<file path="src/hw/rtl/nrmc_pkg.sv">
// Shared types and constants for the RMC position parser.
// Holds the ASCII codes, the fix record passed from the parser to the
// converter, and the constant for the reciprocal divide by three.
`timescale 1ns / 1ps
`default_nettype none
package nrmc_pkg;

  // Sentence length limit; positions saturate here
  localparam int unsigned MAX_SENTENCE_LEN = 128;
  localparam int unsigned POS_W = 8;

  // Fix record queue between parser and converter
  localparam int unsigned QUEUE_DEPTH = 4;
  localparam int unsigned QPTR_W = $clog2(QUEUE_DEPTH);
  localparam int unsigned QCNT_W = $clog2(QUEUE_DEPTH + 1);

  // ASCII codes
  localparam logic [7:0] CH_DOLLAR = 8'h24;
  localparam logic [7:0] CH_NL     = 8'h0A;
  localparam logic [7:0] CH_COMMA  = 8'h2C;
  localparam logic [7:0] CH_M      = 8'h4D;
  localparam logic [7:0] CH_C      = 8'h43;
  localparam logic [7:0] CH_A      = 8'h41;
  localparam logic [7:0] CH_S      = 8'h53;
  localparam logic [7:0] CH_W      = 8'h57;
  localparam logic [7:0] CH_0      = 8'h30;
  localparam logic [7:0] CH_9      = 8'h39;

  // floor(x*1000/60) = floor(x*50/3) = (x * 50 * ceil(2^27/3)) >> 27,
  // exact while 50*x < 2^27
  localparam logic [31:0] DIV3_K     = 32'd2236962150;
  localparam int unsigned DIV3_SHIFT = 27;

  typedef struct packed {
    logic        fix_valid;
    logic [19:0] time_acc;
    logic [6:0]  lat_deg;
    logic [6:0]  lat_min;
    logic [13:0] lat_frac;
    logic [9:0]  lon_deg;
    logic [6:0]  lon_min;
    logic [13:0] lon_frac;
    logic [7:0]  ns_letter;
    logic [7:0]  ew_letter;
  } fix_rec_t;

endpackage
`default_nettype wire

</file>
<file path="src/hw/rtl/nrmc_front.sv">
// Byte parser: tracks the sentence, checks the header's M and C letters,
// splits fields and collects digits. Pushes one fix record per completed
// RMC sentence within the length limit. Depends on nrmc_pkg.
`timescale 1ns / 1ps
`default_nettype none
module nrmc_front (
  input  wire logic              clk,
  input  wire logic              rst,
  input  wire logic              byte_valid,
  output logic                   byte_stall,
  input  wire logic [7:0]        rx_byte,
  input  wire logic              q_full,
  output logic                   push,
  output nrmc_pkg::fix_rec_t     push_rec
);

  logic [nrmc_pkg::POS_W-1:0] sentence_pos;
  logic        header_ok;
  logic        overflowed;
  logic [2:0]  field_index;
  logic [3:0]  char_in_field;
  logic [19:0] time_acc;
  logic        status_valid;
  logic [6:0]  lat_deg_acc;
  logic [6:0]  lat_min_acc;
  logic [13:0] lat_frac_acc;
  logic [9:0]  lon_deg_acc;
  logic [6:0]  lon_min_acc;
  logic [13:0] lon_frac_acc;
  logic [7:0]  ns_letter;
  logic [7:0]  ew_letter;

  logic        accept;
  logic        at_limit;
  logic        is_digit;
  logic [3:0]  dig;
  logic [1:0]  lat_fidx;
  logic [1:0]  lon_fidx;

  function automatic logic [16:0] time_wt(input logic [3:0] c);
    logic [16:0] w;
    case (c)
      4'd0:    w = 17'd100000;
      4'd1:    w = 17'd10000;
      4'd2:    w = 17'd1000;
      4'd3:    w = 17'd100;
      4'd4:    w = 17'd10;
      4'd5:    w = 17'd1;
      default: w = 17'd0;
    endcase
    return w;
  endfunction

  function automatic logic [9:0] frac_wt(input logic [1:0] i);
    logic [9:0] w;
    case (i)
      2'd0:    w = 10'd1000;
      2'd1:    w = 10'd100;
      2'd2:    w = 10'd10;
      default: w = 10'd1;
    endcase
    return w;
  endfunction

  assign byte_stall = q_full;
  assign accept     = byte_valid && !q_full;
  assign at_limit   = sentence_pos >= nrmc_pkg::POS_W'(nrmc_pkg::MAX_SENTENCE_LEN);
  assign is_digit   = rx_byte inside {[nrmc_pkg::CH_0:nrmc_pkg::CH_9]};
  assign dig        = is_digit ? rx_byte[3:0] : 4'd0;
  assign lat_fidx   = 2'(char_in_field - 4'd5);
  assign lon_fidx   = 2'(char_in_field - 4'd6);

  // A newline after a good header, within the length limit, past the header
  assign push = accept && (rx_byte == nrmc_pkg::CH_NL) && header_ok && !overflowed
                && !at_limit && (sentence_pos >= nrmc_pkg::POS_W'(6));

  always_comb begin
    push_rec.fix_valid = status_valid;
    push_rec.time_acc  = time_acc;
    push_rec.lat_deg   = lat_deg_acc;
    push_rec.lat_min   = lat_min_acc;
    push_rec.lat_frac  = lat_frac_acc;
    push_rec.lon_deg   = lon_deg_acc;
    push_rec.lon_min   = lon_min_acc;
    push_rec.lon_frac  = lon_frac_acc;
    push_rec.ns_letter = ns_letter;
    push_rec.ew_letter = ew_letter;
  end

  always_ff @(posedge clk) begin
    if (rst || (accept && (rx_byte inside {nrmc_pkg::CH_NL, nrmc_pkg::CH_DOLLAR}))) begin
      sentence_pos  <= '0;
      header_ok     <= 1'b0;
      overflowed    <= 1'b0;
      field_index   <= '0;
      char_in_field <= '0;
      time_acc      <= '0;
      status_valid  <= 1'b0;
      lat_deg_acc   <= '0;
      lat_min_acc   <= '0;
      lat_frac_acc  <= '0;
      lon_deg_acc   <= '0;
      lon_min_acc   <= '0;
      lon_frac_acc  <= '0;
      ns_letter     <= '0;
      ew_letter     <= '0;
      if (!rst && rx_byte == nrmc_pkg::CH_DOLLAR) begin
        header_ok    <= 1'b1;
        sentence_pos <= nrmc_pkg::POS_W'(1);
      end
    end else if (accept) begin
      if (at_limit) begin
        overflowed <= 1'b1;
      end else begin
        sentence_pos <= sentence_pos + nrmc_pkg::POS_W'(1);
      end
      if (!overflowed && !at_limit) begin
        if (sentence_pos == nrmc_pkg::POS_W'(0)) begin
          header_ok <= 1'b0;
        end else if (sentence_pos == nrmc_pkg::POS_W'(4)) begin
          header_ok <= header_ok && (rx_byte == nrmc_pkg::CH_M);
        end else if (sentence_pos == nrmc_pkg::POS_W'(5)) begin
          header_ok <= header_ok && (rx_byte == nrmc_pkg::CH_C);
        end

        if (rx_byte == nrmc_pkg::CH_COMMA) begin
          if (field_index != 3'd7) begin
            field_index <= field_index + 3'd1;
          end
          char_in_field <= '0;
        end else begin
          case (field_index)
            3'd1: begin
              if (char_in_field < 4'd6) begin
                time_acc <= time_acc + ({16'b0, dig} * {3'b0, time_wt(char_in_field)});
              end
            end
            3'd2: begin
              if (char_in_field == 4'd0) begin
                status_valid <= (rx_byte == nrmc_pkg::CH_A);
              end
            end
            3'd3: begin
              case (char_in_field)
                4'd0: lat_deg_acc <= lat_deg_acc + ({3'b0, dig} * 7'd10);
                4'd1: lat_deg_acc <= lat_deg_acc + {3'b0, dig};
                4'd2: lat_min_acc <= lat_min_acc + ({3'b0, dig} * 7'd10);
                4'd3: lat_min_acc <= lat_min_acc + {3'b0, dig};
                4'd5, 4'd6, 4'd7, 4'd8:
                  lat_frac_acc <= lat_frac_acc + ({10'b0, dig} * {4'b0, frac_wt(lat_fidx)});
                default: ;
              endcase
            end
            3'd4: begin
              if (char_in_field == 4'd0) begin
                ns_letter <= rx_byte;
              end
            end
            3'd5: begin
              case (char_in_field)
                4'd0: lon_deg_acc <= lon_deg_acc + ({6'b0, dig} * 10'd100);
                4'd1: lon_deg_acc <= lon_deg_acc + ({6'b0, dig} * 10'd10);
                4'd2: lon_deg_acc <= lon_deg_acc + {6'b0, dig};
                4'd3: lon_min_acc <= lon_min_acc + ({3'b0, dig} * 7'd10);
                4'd4: lon_min_acc <= lon_min_acc + {3'b0, dig};
                4'd6, 4'd7, 4'd8, 4'd9:
                  lon_frac_acc <= lon_frac_acc + ({10'b0, dig} * {4'b0, frac_wt(lon_fidx)});
                default: ;
              endcase
            end
            3'd6: begin
              if (char_in_field == 4'd0) begin
                ew_letter <= rx_byte;
              end
            end
            default: ;
          endcase
          if (char_in_field != 4'd15) begin
            char_in_field <= char_in_field + 4'd1;
          end
        end
      end
    end
  end

endmodule
`default_nettype wire

</file>
<file path="src/hw/rtl/nrmc_queue.sv">
// Small FIFO of fix records between the parser and the converter; the head
// record is read into a register on pop. Depends on nrmc_pkg.
`timescale 1ns / 1ps
`default_nettype none
module nrmc_queue (
  input  wire logic              clk,
  input  wire logic              rst,
  input  wire logic              push,
  input  nrmc_pkg::fix_rec_t     push_rec,
  input  wire logic              pop,
  output nrmc_pkg::fix_rec_t     pop_rec,
  output logic                   full,
  output logic                   empty
);

  nrmc_pkg::fix_rec_t mem [nrmc_pkg::QUEUE_DEPTH];

  logic [nrmc_pkg::QPTR_W-1:0] wr_ptr;
  logic [nrmc_pkg::QPTR_W-1:0] rd_ptr;
  logic [nrmc_pkg::QCNT_W-1:0] count;

  assign full    = count == nrmc_pkg::QCNT_W'(nrmc_pkg::QUEUE_DEPTH);
  assign empty   = count == '0;

  // pop needs a non-empty queue and push a non-full one, so the two
  // pointers never meet on a simultaneous read and write
  always_ff @(posedge clk) begin
    if (push) begin
      mem[wr_ptr] <= push_rec;
    end
    if (pop) begin
      pop_rec <= mem[rd_ptr];
    end
  end

  always_ff @(posedge clk) begin
    if (rst) begin
      wr_ptr <= '0;
      rd_ptr <= '0;
      count  <= '0;
    end else begin
      if (push) begin
        wr_ptr <= wr_ptr + nrmc_pkg::QPTR_W'(1);
      end
      if (pop) begin
        rd_ptr <= rd_ptr + nrmc_pkg::QPTR_W'(1);
      end
      case ({push, pop})
        2'b10:   count <= count + nrmc_pkg::QCNT_W'(1);
        2'b01:   count <= count - nrmc_pkg::QCNT_W'(1);
        default: count <= count;
      endcase
    end
  end

endmodule
`default_nettype wire

</file>
<file path="src/hw/rtl/nrmc_back.sv">
// Converter: turns a fix record into signed 1e-7 degree coordinates in a
// three-stage pipeline (scale, divide by three, sum and sign) behind the
// registered queue read. Depends on nrmc_pkg.
`timescale 1ns / 1ps
`default_nettype none
module nrmc_back (
  input  wire logic                clk,
  input  wire logic                rst,
  input  wire logic                q_empty,
  input  nrmc_pkg::fix_rec_t       q_rec,
  output logic                     q_pop,
  output logic                     res_valid,
  input  wire logic                res_stall,
  output logic                     fix_valid,
  output logic [19:0]              utc_hhmmss,
  output logic signed [30:0]       latitude_e7,
  output logic signed [34:0]       longitude_e7,
  output logic [7:0]               north_south,
  output logic [7:0]               east_west
);

  typedef struct packed {
    logic        fix_valid;
    logic [19:0] time_acc;
    logic [7:0]  ns_letter;
    logic [7:0]  ew_letter;
    logic [29:0] lat_deg_e7;
    logic [19:0] lat_x;
    logic [33:0] lon_deg_e7;
    logic [19:0] lon_x;
  } scale_t;

  typedef struct packed {
    logic        fix_valid;
    logic [19:0] time_acc;
    logic [7:0]  ns_letter;
    logic [7:0]  ew_letter;
    logic [29:0] lat_deg_e7;
    logic [24:0] lat_q;
    logic [33:0] lon_deg_e7;
    logic [24:0] lon_q;
  } quot_t;

  logic   en;
  logic   v0;
  logic   v1;
  logic   v2;
  scale_t s1;
  quot_t  s2;

  logic [51:0] lat_prod;
  logic [51:0] lon_prod;
  logic [30:0] lat_mag;
  logic [34:0] lon_mag;

  // Whole pipeline moves unless the output register holds a stalled result
  assign en    = !(res_valid && res_stall);
  assign q_pop = en && !q_empty;

  assign lat_prod = {32'b0, s1.lat_x} * {20'b0, nrmc_pkg::DIV3_K};
  assign lon_prod = {32'b0, s1.lon_x} * {20'b0, nrmc_pkg::DIV3_K};

  assign lat_mag = {1'b0, s2.lat_deg_e7} + {6'b0, s2.lat_q};
  assign lon_mag = {1'b0, s2.lon_deg_e7} + {10'b0, s2.lon_q};

  // v0 marks the record sitting in the queue's read register
  always_ff @(posedge clk) begin
    if (rst) begin
      v0        <= 1'b0;
      v1        <= 1'b0;
      v2        <= 1'b0;
      res_valid <= 1'b0;
    end else if (en) begin
      v0        <= q_pop;
      v1        <= v0;
      v2        <= v1;
      res_valid <= v2;
    end
  end

  always_ff @(posedge clk) begin
    if (en) begin
      s1.fix_valid  <= q_rec.fix_valid;
      s1.time_acc   <= q_rec.time_acc;
      s1.ns_letter  <= q_rec.ns_letter;
      s1.ew_letter  <= q_rec.ew_letter;
      s1.lat_deg_e7 <= {23'b0, q_rec.lat_deg} * 30'd10000000;
      s1.lat_x      <= ({13'b0, q_rec.lat_min} * 20'd10000) + {6'b0, q_rec.lat_frac};
      s1.lon_deg_e7 <= {24'b0, q_rec.lon_deg} * 34'd10000000;
      s1.lon_x      <= ({13'b0, q_rec.lon_min} * 20'd10000) + {6'b0, q_rec.lon_frac};

      s2.fix_valid  <= s1.fix_valid;
      s2.time_acc   <= s1.time_acc;
      s2.ns_letter  <= s1.ns_letter;
      s2.ew_letter  <= s1.ew_letter;
      s2.lat_deg_e7 <= s1.lat_deg_e7;
      s2.lon_deg_e7 <= s1.lon_deg_e7;
      s2.lat_q      <= lat_prod[nrmc_pkg::DIV3_SHIFT +: 25];
      s2.lon_q      <= lon_prod[nrmc_pkg::DIV3_SHIFT +: 25];

      fix_valid    <= s2.fix_valid;
      utc_hhmmss   <= s2.time_acc;
      north_south  <= s2.ns_letter;
      east_west    <= s2.ew_letter;
      latitude_e7  <= $signed((s2.ns_letter == nrmc_pkg::CH_S) ? (31'd0 - lat_mag) : lat_mag);
      longitude_e7 <= $signed((s2.ew_letter == nrmc_pkg::CH_W) ? (35'd0 - lon_mag) : lon_mag);
    end
  end

endmodule
`default_nettype wire

</file>
<file path="src/hw/rtl/nmea_rmc_position_parser_core.sv">
// NMEA RMC position parser, top level. Depends on nrmc_pkg, nrmc_front,
// nrmc_queue and nrmc_back.
// Throughput: one byte per cycle while the four-entry fix queue has room.
// A record pushed on a newline passes the queue read, scale, divide and
// sign stages before it is offered. Reset (rst, synchronous, active
// high) clears the sentence state, queue pointers and pipeline valid bits.
`timescale 1ns / 1ps
`default_nettype none
module nmea_rmc_position_parser_core (
  input  wire logic         clk,
  input  wire logic         rst,
  // byte channel
  input  wire logic         byte_valid,
  output logic              byte_stall,
  input  wire logic [7:0]   rx_byte,
  // result channel
  output logic              res_valid,
  input  wire logic         res_stall,
  output logic              fix_valid,
  output logic [19:0]       utc_hhmmss,
  output logic signed [30:0] latitude_e7,
  output logic signed [34:0] longitude_e7,
  output logic [7:0]        north_south,
  output logic [7:0]        east_west
);

  // Front: parses every byte, emits a fix record on a good RMC newline.
  // It only holds off the byte channel when the queue is full, which
  // happens only after the result channel has been stalled for a while.
  logic               push;
  nrmc_pkg::fix_rec_t push_rec;
  logic               q_full;
  logic               q_empty;
  logic               q_pop;
  nrmc_pkg::fix_rec_t q_rec;

  nrmc_front u_front (
    .clk        (clk),
    .rst        (rst),
    .byte_valid (byte_valid),
    .byte_stall (byte_stall),
    .rx_byte    (rx_byte),
    .q_full     (q_full),
    .push       (push),
    .push_rec   (push_rec)
  );

  // Queue decouples the parser from the converter pipeline
  nrmc_queue u_queue (
    .clk      (clk),
    .rst      (rst),
    .push     (push),
    .push_rec (push_rec),
    .pop      (q_pop),
    .pop_rec  (q_rec),
    .full     (q_full),
    .empty    (q_empty)
  );

  // Back: degrees*1e7 + floor(minutes*1e7/60), sign by hemisphere letter.
  // The last stage is the output register of the result channel.
  nrmc_back u_back (
    .clk          (clk),
    .rst          (rst),
    .q_empty      (q_empty),
    .q_rec        (q_rec),
    .q_pop        (q_pop),
    .res_valid    (res_valid),
    .res_stall    (res_stall),
    .fix_valid    (fix_valid),
    .utc_hhmmss   (utc_hhmmss),
    .latitude_e7  (latitude_e7),
    .longitude_e7 (longitude_e7),
    .north_south  (north_south),
    .east_west    (east_west)
  );

endmodule
`default_nettype wire
</file>
<file path="config.mk">
export PLATFORM = sky130hd
export DESIGN_NAME = nmea_rmc_position_parser_core
export DESIGN_NICKNAME = d
export VERILOG_FILES = /design/src/hw/rtl/nrmc_pkg.sv /design/src/hw/rtl/nrmc_front.sv /design/src/hw/rtl/nrmc_queue.sv /design/src/hw/rtl/nrmc_back.sv /design/src/hw/rtl/nmea_rmc_position_parser_core.sv
export SDC_FILE = /design/constraint.sdc
export NUM_CORES = 2
export LEC_CHECK = 0
export BUFFER_PORTS_ARGS = -buffer_cell sky130_fd_sc_hd__buf_2
export CAP_MARGIN = 10
export CORE_ASPECT_RATIO = 0.9
export CORE_MARGIN = 3
export CORE_UTILIZATION = 35
export CTS_CLUSTER_SIZE = 30
export DETAILED_ROUTE_END_ITERATION = 16
export SYNTH_ARGS = -nofsm -noshare
export SYNTH_HDL_FRONTEND = slang
export SYNTH_SLANG_ARGS = --single-unit
</file>
<file path="constraint.sdc">
create_clock -name clk -period 24.5 [get_ports clk]
set_clock_uncertainty 0.05 [all_clocks]
set_input_delay 6.125 -clock clk [delete_from_list [all_inputs] [get_ports clk]]
set_output_delay 6.125 -clock clk [all_outputs]
set_load 0.02 [all_outputs]
</file>
==> impl_metrics.tcl <==
set metrics [dict create \
    crit_path_end_kind "flip-flop" \
    drtIter0Drc 2205 \
    setup_viol 0 \
    fin_crit_sh_pct 47.60 \
    synth_ff_type "edfxtp_1" \
    hold_viol_final 0 \
    gp_congestion 0.8500 \
    grt_max_degree 86 \
    antenna_found_initial 2 \
    synth-adder-area-share_pct 30.50 \
    cts.sinks 971 \
    coreArea_mm2 0.1867 \
    wire_per_inst_um 16.14 \
    start_kind "input pin" \
    grt_use_total_pct 13.79 \
    yosysSeqAreaShare_pct 42.35 \
    period_needed_ps 11660 \
    cts_hold_buf 0 \
    synth_top_cell_by_area "edfxtp_1" \
    cp_top_family "adder cells" \
    synth-seq-cells 971 \
    initial_core_util_pct 35.41 \
    drc_errors 0 \
    synth_cell_type_count 89 \
    htree_levels 3 \
    worst_slew_pin_slew_ps 1009 \
    critical_path.cell_chain "buf_2, nor3_1, nand3_1, clkinv_1, buf_4, nand2_1, fa_1, fa_1, fa_1, inv_1, ha_1, a21o_1, a21oi_1, o21bai_1, a21oi_1, nor2b_1, o21a_1, o31a_1, o41ai_1, xnor2_1, or3_1, a21oi_1" \
    viasPerCell 4.756 \
    grt_pass1_wl_mm 216.0 \
    timing.fmax_mhz 85.75 \
    rows 150 \
    synth_compound_area_share_pct 6.772 \
    rrSetupSlack_ps 16030 \
    crit_path_top_delay_cell "nand3_1" \
    chipHeight_um 418.4 \
    synth_xor_area_share_pct 4.040 \
    synthTopCellsByArea "edfxtp_1 39%, ha_1 16%, fa_1 14%, inv_1 5.5%, dfxtp_1 3.5%" \
    place_area_mm2 0.06976 \
    cts_setup_buffers 0 \
    area.growth.synth_to_final_pct 10.54 \
    grt_pass1_vias 40070 \
    status "complete, no violations" \
    crit_start "rx_byte[7]" \
    dr.pass1.iters 5 \
    tns_ps 0 \
    fillCellCount 17610 \
    synth.area.mux_share_pct 3.805 \
    routed_wl_mm 131.2 \
    ant_nets 0 \
    cts_tree "yes" \
    port_buffers 116 \
    rsz0062_at_grt "no" \
    ys_async_sr_fraction_pct 0 \
    final_max_slew_viol_count 0 \
    worstSetupPathType "in2reg" \
    r2r_start "u_back.s1[7]" \
    clock_latency_ps 710 \
    dieArea_mm2 0.1942 \
    nNetsFinal 6877 \
    final_cell_area_mm2 0.07310 \
    synth_top_area_share_pct 38.87 \
    cts_resized 0 \
    vias 38650 \
    crit_buf_inv 4 \
    syn_nets 6715 \
    ios 117 \
    layout-drive-gt1-share_pct 7.973 \
    dieWidth_um 464.2 \
    syn_area_mm2 0.06613 \
    synth_top_family_by_area "adder cells" \
    synth_warnings 0 \
    maxCapViolCount 0 \
    avgSynthCellArea_um2 12.30 \
    antennaDiodeCount 0 \
    grt-ovfl-total 0 \
    cts_buffer_depth 3 \
    path_clk_slew_ps 70 \
    cp_max_fo 15 \
    synthSimpleGateAreaFrac_pct 6.526 \
    cp.required_ps 25090 \
    hpwl_mm 100.6 \
    cts_made_buffers 99 \
    holdCritStartpoint "u_back.s1[135]" \
    arrival_ps 12260 \
    syn_inst 5377 \
    cts_root_buffer "clkbuf_16" \
    critPathMaxStageDelay_ps 700 \
    relSlewSlack_pct 32.56 \
    hold_path.class "reg2reg" \
    synth_edf_count 856 \
]
worst reg2reg max path: stages, from the launching register on:
cell and delay, ps:
edfxtp_1 560, ha_1 450, inv_1 80, fa_1 590, inv_1 130, fa_1 540
inv_1 130, fa_1 580, inv_1 70, fa_1 540, inv_1 60, fa_1 410
inv_1 80, fa_1 420, ha_1 350, nand4_1 180, or4_1 560, o31a_1 260
a31oi_1 410, a31oi_1 280, o31a_1 350, o21ai_1 320, a21bo_2 260, o41a_1 170
a21oi_1 90, xnor2_1 330
layout by cell type, fill, tap and decap left out, drive strengths merged, types with 17 or more instances in the layout:
cell    instances
mux4           96
nor3           81
clkinv         40
nand3          55
and3           32
o21bai         34
a21o           79
a31oi          24
o21ai         124
clkbuf        119
nor2          326
nand2         180
nand2b         27
a211oi         34
xnor2         202
and2           35
buf           144
a21oi         242
dfxtp         115
o21a           31
inv           977
nand4          29
fa            477
nor2b          48
ha            849
or2            17
mux2i          32
a21boi         17
edfxtp        856
xor2          103
Yosys cell counts (34+ instances only):
library cell	number
a211oi_1	34
o21bai_1	34
nor2b_1	47
dfxtp_1	115
edfxtp_1	856
a21o_1	78
nor2_1	326
nor3_1	80
o21ai_0	119
a21oi_1	239
xor2_1	103
and2_1	34
fa_1	477
nand3_1	55
nand2_1	179
inv_1	968
clkbuf_1	66
mux4_2	96
ha_1	849
xnor2_1	202
state kept, by name, summed over array words and instances, names as in the netlist, 2 cells and up:
name / flops
u_back.east_west: 8
u_back.latitude_e7: 31
u_back.longitude_e7: 35
u_back.north_south: 8
u_back.s1: 127
u_back.s2: 137
u_back.utc_hhmmss: 20
u_front.char_in_field: 4
u_front.ew_letter: 8
u_front.field_index: 3
u_front.lat_deg_acc: 7
u_front.lat_frac_acc: 14
u_front.lat_min_acc: 7
u_front.lon_deg_acc: 10
u_front.lon_frac_acc: 14
u_front.lon_min_acc: 7
u_front.ns_letter: 8
u_front.sentence_pos: 8
u_front.time_acc: 20
u_queue.count: 3
u_queue.mem: 384
u_queue.pop_rec: 96
u_queue.rd_ptr: 2
u_queue.wr_ptr: 2
cells by family after synthesis:
| kind of cell | Yosys count |
|---|---|
| adder cells (fa/ha/maj) | 1326 |
| buffers and inverters | 1053 |
| XOR/XNOR | 305 |
| flip-flops | 971 |
| AO/OA/AOI/OAI | 697 |
| AND/OR/NAND/NOR | 894 |
| multiplexers | 131 |
per-layer routing:
metal	routed length (µm)	vias up	track usage (%)
met3	5859	138	2.257
met2	58540	575	21.67
li1	-	18860	-
met4	2381	0	3.009
met1	64420	19070	20.02
met5	0	-	0
metrics by stage:
step	setup slack (ps)	hold WS [ps]	cells	util [%]
3_5_place_dp	12160	354.5	7946	37.36
5_1_grt	12360	358.8	8127	39.14
2_1_floorplan	5869	350.3	5377	-
3_3_place_gp	12250	352.8	7946	37.36
4_1_cts	12940	337.7	8127	39.14
6_report	12840	350.4	8127	39.14
path summary, 6_finish.rpt:
path                                    to  depth (start not counted)
setup / recovery  u_front.lat_frac_acc[13]                         22
hold / removal              u_back.s2[145]                          0
setup reg to reg             u_back.s2[24]                         25
hold reg to reg             u_back.s2[145]                          0
layout make-up:
cell class	instances	area, µm²	share of cell area, %
clock buffer	119	2614	3.576
clock inverter	62	719.4	0.9842
inverter	970	3641	4.981
multi-input combinational	3353	34180	46.76
sequential	971	28010	38.33
tap	2508	3138	4.293
timing repair buffer	144	790.8	1.082
Power is not shown: default switching activity piles up to over one toggle a cycle in this logic, so the estimate is an artifact.
